==> config.mk <==
export PLATFORM = sky130hd
export DESIGN_NAME = biquad_tdf2_filter
export DESIGN_NICKNAME = d
export VERILOG_FILES = /design/src/rtl/bq_pkg.sv /design/src/rtl/biquad_tdf2_filter.sv
export VERILOG_INCLUDE_DIRS = /design/src /design/src/rtl
export SDC_FILE = /design/constraint.sdc
export NUM_CORES = 2
export LEC_CHECK = 0
export BUFFER_PORTS_ARGS = -buffer_cell sky130_fd_sc_hd__buf_2
export CORE_AREA = 2 2 334 419
export DETAILED_ROUTE_END_ITERATION = 10
export DIE_AREA = 0 0 336 421
export PLACE_DENSITY_LB_ADDON = 0.15
export SETUP_SLACK_MARGIN = 0.02
export SLEW_MARGIN = 10
export SYNTH_ARGS = -nofsm -noshare
export SYNTH_HDL_FRONTEND = slang
export SYNTH_SLANG_ARGS = --single-unit
==> constraint.sdc <==
create_clock -name clk -period 14.4 [get_ports clk]
set_clock_uncertainty 0.1 [all_clocks]
set_input_delay 0.72 -clock clk [delete_from_list [all_inputs] [get_ports clk]]
set_output_delay 0.72 -clock clk [all_outputs]
set_load 0.01 [all_outputs]
==> src/rtl/assert_macros.svh <==
// Assertion macros shared by the biquad RTL.
// Bodies vanish when SYNTHESIS is defined; users need clk and arst_n in scope.
`ifndef ASSERT_MACROS_SVH
`define ASSERT_MACROS_SVH
`ifndef SYNTHESIS
`define ASSERT_ALWAYS(lbl, prop) \
	lbl: assert property (@(posedge clk) disable iff (!arst_n) (prop)) \
		else $error("assertion failed");
`define ASSERT_IMPLY(lbl, pre, post) \
	lbl: assert property (@(posedge clk) disable iff (!arst_n) (pre) |-> post) \
		else $error("assertion failed");
`else
`define ASSERT_ALWAYS(lbl, prop)
`define ASSERT_IMPLY(lbl, pre, post)
`endif
`endif

==> src/rtl/bq_pkg.sv <==
// Package for the biquad filter: default sizes, register indexes,
// microcode word type and the microcode program. No dependencies.
`default_nettype none

package bq_pkg;

	localparam int SAMPLE_BITS_DEF = 24;
	localparam int COEF_BITS_DEF   = 32;
	localparam int STATE_BITS_DEF  = 40;

	localparam int NUM_COEF  = 5;
	localparam int CFG_IDX_W = 3;
	localparam int PC_W      = 4;

	typedef enum logic [CFG_IDX_W-1:0] {
		COEF_B0 = 3'd0,
		COEF_B1 = 3'd1,
		COEF_B2 = 3'd2,
		COEF_A1 = 3'd3,
		COEF_A2 = 3'd4
	} coef_sel_t;

	typedef enum logic [2:0] {
		ACC_HOLD,
		ACC_LD_D1,
		ACC_ADD,
		ACC_LD_D2,
		ACC_SUB,
		ACC_LD_PROD
	} acc_op_t;

	typedef enum logic [1:0] {
		SEQ_NEXT,
		SEQ_WAIT_IN,
		SEQ_WAIT_OUT,
		SEQ_JUMP
	} seq_t;

	typedef enum logic {
		MUL_X,
		MUL_Y
	} mul_src_t;

	typedef struct packed {
		seq_t            seq;
		logic [PC_W-1:0] target;
		coef_sel_t       coef;
		mul_src_t        src;
		acc_op_t         acc;
		logic            y_wr;
		logic            out_wr;
		logic            d1_wr;
		logic            d2_wr;
		logic            clr;
	} uop_t;

	localparam logic [PC_W-1:0] PC_IDLE = 4'd0;
	localparam logic [PC_W-1:0] PC_B0   = 4'd1;
	localparam logic [PC_W-1:0] PC_B1   = 4'd2;
	localparam logic [PC_W-1:0] PC_Y    = 4'd3;
	localparam logic [PC_W-1:0] PC_OUT  = 4'd4;
	localparam logic [PC_W-1:0] PC_D1A  = 4'd5;
	localparam logic [PC_W-1:0] PC_D1   = 4'd6;
	localparam logic [PC_W-1:0] PC_D2A  = 4'd7;
	localparam logic [PC_W-1:0] PC_D2   = 4'd8;
	localparam logic [PC_W-1:0] PC_CLR  = 4'd9;

	function automatic uop_t microcode(input logic [PC_W-1:0] pc);
		uop_t u;
		u = '{seq: SEQ_NEXT, target: PC_IDLE, coef: COEF_B0, src: MUL_X, acc: ACC_HOLD,
			y_wr: 1'b0, out_wr: 1'b0, d1_wr: 1'b0, d2_wr: 1'b0, clr: 1'b0};
		case (pc)
			PC_IDLE: begin
				u.seq    = SEQ_WAIT_IN;
				u.target = PC_CLR;
			end
			PC_B0: begin
				u.coef = COEF_B0;
				u.acc  = ACC_LD_D1;
			end
			PC_B1: begin
				u.coef = COEF_B1;
				u.acc  = ACC_ADD;
			end
			PC_Y: begin
				u.y_wr = 1'b1;
				u.acc  = ACC_LD_D2;
			end
			PC_OUT: begin
				u.seq    = SEQ_WAIT_OUT;
				u.coef   = COEF_A1;
				u.src    = MUL_Y;
				u.out_wr = 1'b1;
			end
			PC_D1A: begin
				u.coef = COEF_B2;
				u.acc  = ACC_SUB;
			end
			PC_D1: begin
				u.coef  = COEF_A2;
				u.src   = MUL_Y;
				u.acc   = ACC_LD_PROD;
				u.d1_wr = 1'b1;
			end
			PC_D2A: begin
				u.acc = ACC_SUB;
			end
			PC_D2: begin
				u.seq   = SEQ_JUMP;
				u.d2_wr = 1'b1;
			end
			PC_CLR: begin
				u.seq = SEQ_JUMP;
				u.clr = 1'b1;
			end
			default: begin
				u.seq = SEQ_JUMP;
			end
		endcase
		return u;
	endfunction

endpackage

`default_nettype wire

==> src/rtl/biquad_tdf2_filter.sv <==
// Biquad section, transposed direct form II, run by a microcoded sequencer.
// Depends on bq_pkg and assert_macros.svh.
//
//   channel  direction  handshake            payload
//   in       into       in_valid / in_stall  command, sample_in
//   out      out of     out_valid/ out_stall sample_out, clipped
//   cfg      into       cfg_write            cfg_index, cfg_data
//
// After a filter transfer the program steps through B0 to D2 before it takes the
// next input; the result reaches the output register at step OUT, after B0, B1, Y.
// A clear runs the clear step. One shared multiplier, one product per microcode step.
// Reset restores the coefficients (b0 = 1.0) and zeroes both delay words.
// A full output register holds the program at its output step until it drains.
`default_nettype none
`include "assert_macros.svh"

module biquad_tdf2_filter
	import bq_pkg::*;
#(
	parameter int SAMPLE_BITS = SAMPLE_BITS_DEF,
	parameter int COEF_BITS   = COEF_BITS_DEF,
	parameter int STATE_BITS  = STATE_BITS_DEF
) (
	input  wire                          clk,
	input  wire                          arst_n,
	input  wire                          in_valid,
	output logic                         in_stall,
	input  wire                          command,
	input  wire  signed [SAMPLE_BITS-1:0] sample_in,
	output logic                         out_valid,
	input  wire                          out_stall,
	output logic signed [SAMPLE_BITS-1:0] sample_out,
	output logic                         clipped,
	input  wire                          cfg_write,
	input  wire         [CFG_IDX_W-1:0]   cfg_index,
	input  wire         [COEF_BITS-1:0]   cfg_data
);

	localparam int PROD_W = SAMPLE_BITS + COEF_BITS;
	localparam int DSH    = SAMPLE_BITS + COEF_BITS - STATE_BITS + 2;
	localparam int DSH_L  = (DSH > 0) ? DSH : 0;
	localparam int DSH_R  = (DSH < 0) ? -DSH : 0;
	localparam int RND_L  = (DSH_L > 0) ? DSH_L - 1 : 0;
	localparam int RND_R  = (DSH_R > 0) ? DSH_R - 1 : 0;
	localparam int TOP_W  = (PROD_W > STATE_BITS + DSH_L) ? PROD_W : STATE_BITS + DSH_L;
	localparam int ACC_W  = TOP_W + 3;
	localparam int ST_W   = ACC_W + DSH_R;
	localparam int YSH    = COEF_BITS - 6;

	localparam logic signed [COEF_BITS-1:0] COEF_ONE = COEF_BITS'(1) << (COEF_BITS - 6);
	localparam logic signed [SAMPLE_BITS-1:0] SMP_MAX = {1'b0, {(SAMPLE_BITS-1){1'b1}}};
	localparam logic signed [SAMPLE_BITS-1:0] SMP_MIN = {1'b1, {(SAMPLE_BITS-1){1'b0}}};
	localparam logic signed [STATE_BITS-1:0] STA_MAX = {1'b0, {(STATE_BITS-1){1'b1}}};
	localparam logic signed [STATE_BITS-1:0] STA_MIN = {1'b1, {(STATE_BITS-1){1'b0}}};

	logic [PC_W-1:0]               pc_q, pc_d;
	uop_t                          uop;
	logic                          in_xfer, out_free, go;
	logic signed [COEF_BITS-1:0]   coef_q [NUM_COEF];
	logic signed [SAMPLE_BITS-1:0] x_q, y_q, mul_b, y_d;
	logic signed [COEF_BITS-1:0]   mul_a;
	logic signed [PROD_W-1:0]      prod_q, prod_d;
	logic signed [ACC_W-1:0]       acc_q, acc_d, prod_ext, y_r;
	logic signed [ACC_W-1:0]       d1_term, d2_term;
	logic signed [ST_W-1:0]        s_e, s_r;
	logic signed [STATE_BITS-1:0]  d1_q, d2_q, st_d;
	logic                          clip_q, clip_d;
	logic                          out_valid_q;
	logic signed [SAMPLE_BITS-1:0] sample_out_q;
	logic                          clipped_q;

	function automatic logic signed [ACC_W-1:0] delay_term(input logic signed [STATE_BITS-1:0] d);
		logic signed [ACC_W-1:0] e;
		e = ACC_W'(d);
		if (DSH_R > 0) begin
			e = (e + signed'(ACC_W'(1) << RND_R)) >>> DSH_R;
		end else begin
			e = e <<< DSH_L;
		end
		return e;
	endfunction

	assign uop      = microcode(pc_q);
	assign in_stall = (pc_q != PC_IDLE);
	assign in_xfer  = in_valid && !in_stall;
	assign out_free = !out_valid_q || !out_stall;
	assign go       = (uop.seq != SEQ_WAIT_OUT) || out_free;

	always_comb begin
		pc_d = pc_q + PC_W'(1);
		case (uop.seq)
			SEQ_NEXT: begin
				pc_d = pc_q + PC_W'(1);
			end
			SEQ_WAIT_IN: begin
				if (!in_xfer) begin
					pc_d = pc_q;
				end else if (command) begin
					pc_d = uop.target;
				end
			end
			SEQ_WAIT_OUT: begin
				if (!out_free) begin
					pc_d = pc_q;
				end
			end
			SEQ_JUMP: begin
				pc_d = uop.target;
			end
			default: begin
				pc_d = PC_IDLE;
			end
		endcase
	end

	// datapath
	always_comb begin
		mul_a    = coef_q[uop.coef];
		mul_b    = (uop.src == MUL_Y) ? y_q : x_q;
		prod_d   = mul_a * mul_b;
		prod_ext = ACC_W'(prod_q);
		d1_term  = delay_term(d1_q);
		d2_term  = delay_term(d2_q);

		case (uop.acc)
			ACC_LD_D1:   acc_d = d1_term;
			ACC_ADD:     acc_d = acc_q + prod_ext;
			ACC_LD_D2:   acc_d = d2_term + prod_ext;
			ACC_SUB:     acc_d = acc_q - prod_ext;
			ACC_LD_PROD: acc_d = prod_ext;
			default:     acc_d = acc_q;
		endcase

		y_r = (acc_q + signed'(ACC_W'(1) << (YSH - 1))) >>> YSH;
		if ((y_r[ACC_W-1:SAMPLE_BITS-1] == '0) || (y_r[ACC_W-1:SAMPLE_BITS-1] == '1)) begin
			y_d    = y_r[SAMPLE_BITS-1:0];
			clip_d = 1'b0;
		end else begin
			y_d    = y_r[ACC_W-1] ? SMP_MIN : SMP_MAX;
			clip_d = 1'b1;
		end

		s_e = ST_W'(acc_q);
		if (DSH_L > 0) begin
			s_r = (s_e + signed'(ST_W'(1) << RND_L)) >>> DSH_L;
		end else begin
			s_r = s_e <<< DSH_R;
		end
		if ((s_r[ST_W-1:STATE_BITS-1] == '0) || (s_r[ST_W-1:STATE_BITS-1] == '1)) begin
			st_d = s_r[STATE_BITS-1:0];
		end else begin
			st_d = s_r[ST_W-1] ? STA_MIN : STA_MAX;
		end
	end

	always_ff @(posedge clk or negedge arst_n) begin
		if (!arst_n) begin
			pc_q        <= PC_IDLE;
			out_valid_q <= 1'b0;
			d1_q        <= '0;
			d2_q        <= '0;
			for (int i = 0; i < NUM_COEF; i++) begin
				coef_q[i] <= (i == 0) ? COEF_ONE : '0;
			end
		end else begin
			pc_q <= pc_d;
			if (uop.out_wr && out_free) begin
				out_valid_q <= 1'b1;
			end else if (!out_stall) begin
				out_valid_q <= 1'b0;
			end
			if (uop.clr) begin
				d1_q <= '0;
				d2_q <= '0;
			end else begin
				if (uop.d1_wr) begin
					d1_q <= st_d;
				end
				if (uop.d2_wr) begin
					d2_q <= st_d;
				end
			end
			if (cfg_write && (cfg_index < CFG_IDX_W'(NUM_COEF))) begin
				coef_q[cfg_index] <= cfg_data;
			end
		end
	end

	always_ff @(posedge clk) begin
		if (in_xfer) begin
			x_q <= sample_in;
		end
		if (go) begin
			prod_q <= prod_d;
			acc_q  <= acc_d;
		end
		if (uop.y_wr) begin
			y_q    <= y_d;
			clip_q <= clip_d;
		end
		if (uop.out_wr && out_free) begin
			sample_out_q <= y_q;
			clipped_q    <= clip_q;
		end
	end

	assign out_valid  = out_valid_q;
	assign sample_out = sample_out_q;
	assign clipped    = clipped_q;

	`ASSERT_IMPLY(a_clear_zeroes, in_xfer && command, ##2 ((d1_q == '0) && (d2_q == '0)))
	`ASSERT_IMPLY(a_filter_starts, in_xfer && !command, ##1 (pc_q == PC_B0))
	`ASSERT_IMPLY(a_out_from_step, $rose(out_valid_q), $past(pc_q) == PC_OUT)
	`ASSERT_IMPLY(a_clip_extreme, out_valid_q && clipped_q, (sample_out_q == SMP_MAX) || (sample_out_q == SMP_MIN))

endmodule

`default_nettype wire
==> results_dict.tcl <==
set metrics [dict create \
    start_util_pct 37.7 \
    numCtsBuffers 50 \
    ctsRootBufferMaster "clkbuf_16" \
    r2r_slack_ps 3640 \
    crit_type "flip-flop to flip-flop" \
    met3_usage_pct 3.94 \
    ys_top_cells_by_area "fa_1 (30%), dfrtp_1 (12%), edfxtp_1 (11%)" \
    critical_path.most_common_cell "fa_1" \
    ys.flop_type "dfrtp_1" \
    rr_startpoint "pc_q[0]" \
    synthArstFlopShare_pct 56.2 \
    cap_violations 0 \
    ctsResizeCount 0 \
    worstPathRequired_ps 14680 \
    via_per_inst 5.42 \
    cts_buffer_depth 3 \
    synth.ff_latch_count 436 \
    synth_edf_count 191 \
    crit_path_max_incr_delay_ps 940 \
    grt_setup_unrepaired "false" \
    cts_tree "done" \
    reg2reg_to "prod_q[48]" \
    post_cts_buffers 0 \
    cp.arrival_ps 11050 \
    tns_ps 0 \
    use_met1_pct 30.9 \
    critPathMaxFanout 29 \
    setup_viol 0 \
    route.detailed.drc 0 \
    antenna_cells 0 \
    rows 153 \
    finalCritPeriodShare_pct 74.7 \
    ys_types 85 \
    start_kind "flip-flop" \
    finalHoldViolations 0 \
    slew_viol_final 0 \
    gr-usage-met2_pct 41.9 \
    clock_sinks 436 \
    synth_top_area_cell "fa_1" \
    grt_max_degree 149 \
    fp.coreArea_um2 138000 \
    clock_latency_ps 670 \
    avgSynthCellArea_um2 9.82 \
    gp_congestion 0.927 \
    io_buffers 91 \
    yosysWarnings 0 \
    fillers 13750 \
    path_clk_slew_ps 60 \
    worstRegToRegCells 30 \
    max_freq_mhz 92.9 \
    grt_pass1_wl_mm 261 \
    drtPass1Iterations 7 \
    antenna_found_initial 1 \
    drt_wl_total_mm 172 \
    fin_nets 6382 \
    syn_nets 6403 \
    dp_hpwl_mm 132 \
    grt_pass1_vias 41412 \
    drive_gt1_share_pct 10.5 \
    cp_slowest_cell "a22oi_1" \
    min_path_type "primary input to asynchronous set/reset pin" \
    route.vias.total 38897 \
    ctsHoldBuffers 0 \
    io_pins 92 \
    grt-busiest-layer "met2" \
    wl_per_cell_um 23.9 \
    die_h_um 421 \
    end_kind "flip-flop" \
    status "finished, final reports clean" \
    drtIter0Drc 2692 \
    fin_crit_ps 10760 \
    tightest_slew_ps 1240 \
    grt-ovfl-total 0 \
    htree_num_levels 2 \
    syn_area_um2 52000 \
    grtUsageTotal_pct 24.6 \
    netlist.area_leader.share_pct 30.2 \
    yosysSeqAreaShare_pct 22.8 \
    slew_headroom_pct 17.4 \
    ant_nets 0 \
    die_w_um 336 \
    syn_inst 5296 \
    die_area_um2 141000 \
    syn_to_final_growth_pct 8.70 \
]
-- cell type report --
cell class	instances	area [um^2]	share of cell area (%)
multi-input cells	3780	36300	64.3
flip-flops and latches	436	11900	21.0
inverters	823	3090	5.47
well taps	1860	2330	4.12
clock buffers	67	1400	2.47
repair buffers	184	1180	2.08
clock inverters	27	343	0.607
-- layer usage --
| metal | routed length, um | share of wire, % |
|---|---|---|
| met1 | 69800 | 41 |
| met2 | 83600 | 49 |
| met3 | 10500 | 6.1 |
| met4 | 7880 | 4.6 |
| met5 | 13 | 0.0076 |
-- cell usage after synthesis, types with 117 or more instances --
cell,count
dfrtp_1,244
edfxtp_1,191
fa_1,785
xnor2_1,145
a21oi_1,183
xor2_1,117
inv_1,823
mux2_2,182
nand2_1,572
o21ai_0,156
nor2_1,519
ha_1,257
clkbuf_1,223
-- stage by stage --
stage / worst slack [ps] / hold slack (ps) / cell area (um^2) / cells / utilization [%]
after global routing: 3140 / 65.5 / 56500 / 7177 / 40.9
after floorplan: 4920 / 300 / 52000 / 5296 / -
after CTS: 3630 / 29.4 / 56500 / 7175 / 40.9
final: 3640 / 1.98 / 56500 / 7177 / 40.9
after detailed placement: 3660 / 343 / 54800 / 7081 / 39.7
after global placement: 3780 / 338 / 54800 / 7081 / 39.7
-- worst max-delay path, delay by kind of cell (launching register included) --
family                   cells  cell delay [ps]
adder cells (fa/ha/maj)      9             4400
AO/OA/AOI/OAI                6             2460
AND/OR/NAND/NOR              7             1380
buffers and inverters        6              870
multiplexers                 1              600
flip-flops                   1              420
XOR/XNOR                     1              150
-- registers in the layout, indices dropped and copies added, names as in the netlist, 4 cells and up --
name        cells
x_q            24
prod_q         56
acc_q          61
coef_q        160
y_q            24
pc_q            4
sample_out     24
d1_q           40
d2_q           40
-- worst max-delay path by stage --
stage,start,to,depth (start not counted)
after floorplan,pc_q[0],prod_q[54],34
after global placement,pc_q[0],prod_q[54],28
after detailed placement,pc_q[0],prod_q[48],30
after CTS,pc_q[0],prod_q[48],30
after global routing,pc_q[0],prod_q[48],30
final,pc_q[0],prod_q[48],30
-- placed cells by master, fill, tap and decap left out, types with 111 or more instances in the layout --
cell and instances:
edfxtp_1 191, xnor2_1 144, inv_1 822, a22o_1 111, nand2_1 570, dfrtp_1 244
nor2_1 511, mux2_2 182, o21ai_0 155, fa_1 785, a21oi_1 181, xor2_1 117
ha_1 257
-- kinds of logic after synthesis --
| group | count (synthesis) | share of synthesized area (%) |
|---|---|---|
| AOI/OAI and AO/OA | 798 | 10.5 |
| xor gates and xnor gates | 262 | 4.41 |
| adders and majority gates | 1042 | 36.4 |
| buffers and inverters | 1080 | 7.88 |
| DFF | 436 | 22.8 |
| muxes | 260 | 6.14 |
| and+or+nand+nor | 1418 | 11.8 |
Power is left out: the tool's default activity adds up to more than one toggle a clock period on the data nets, which glitch-free logic cannot reach.
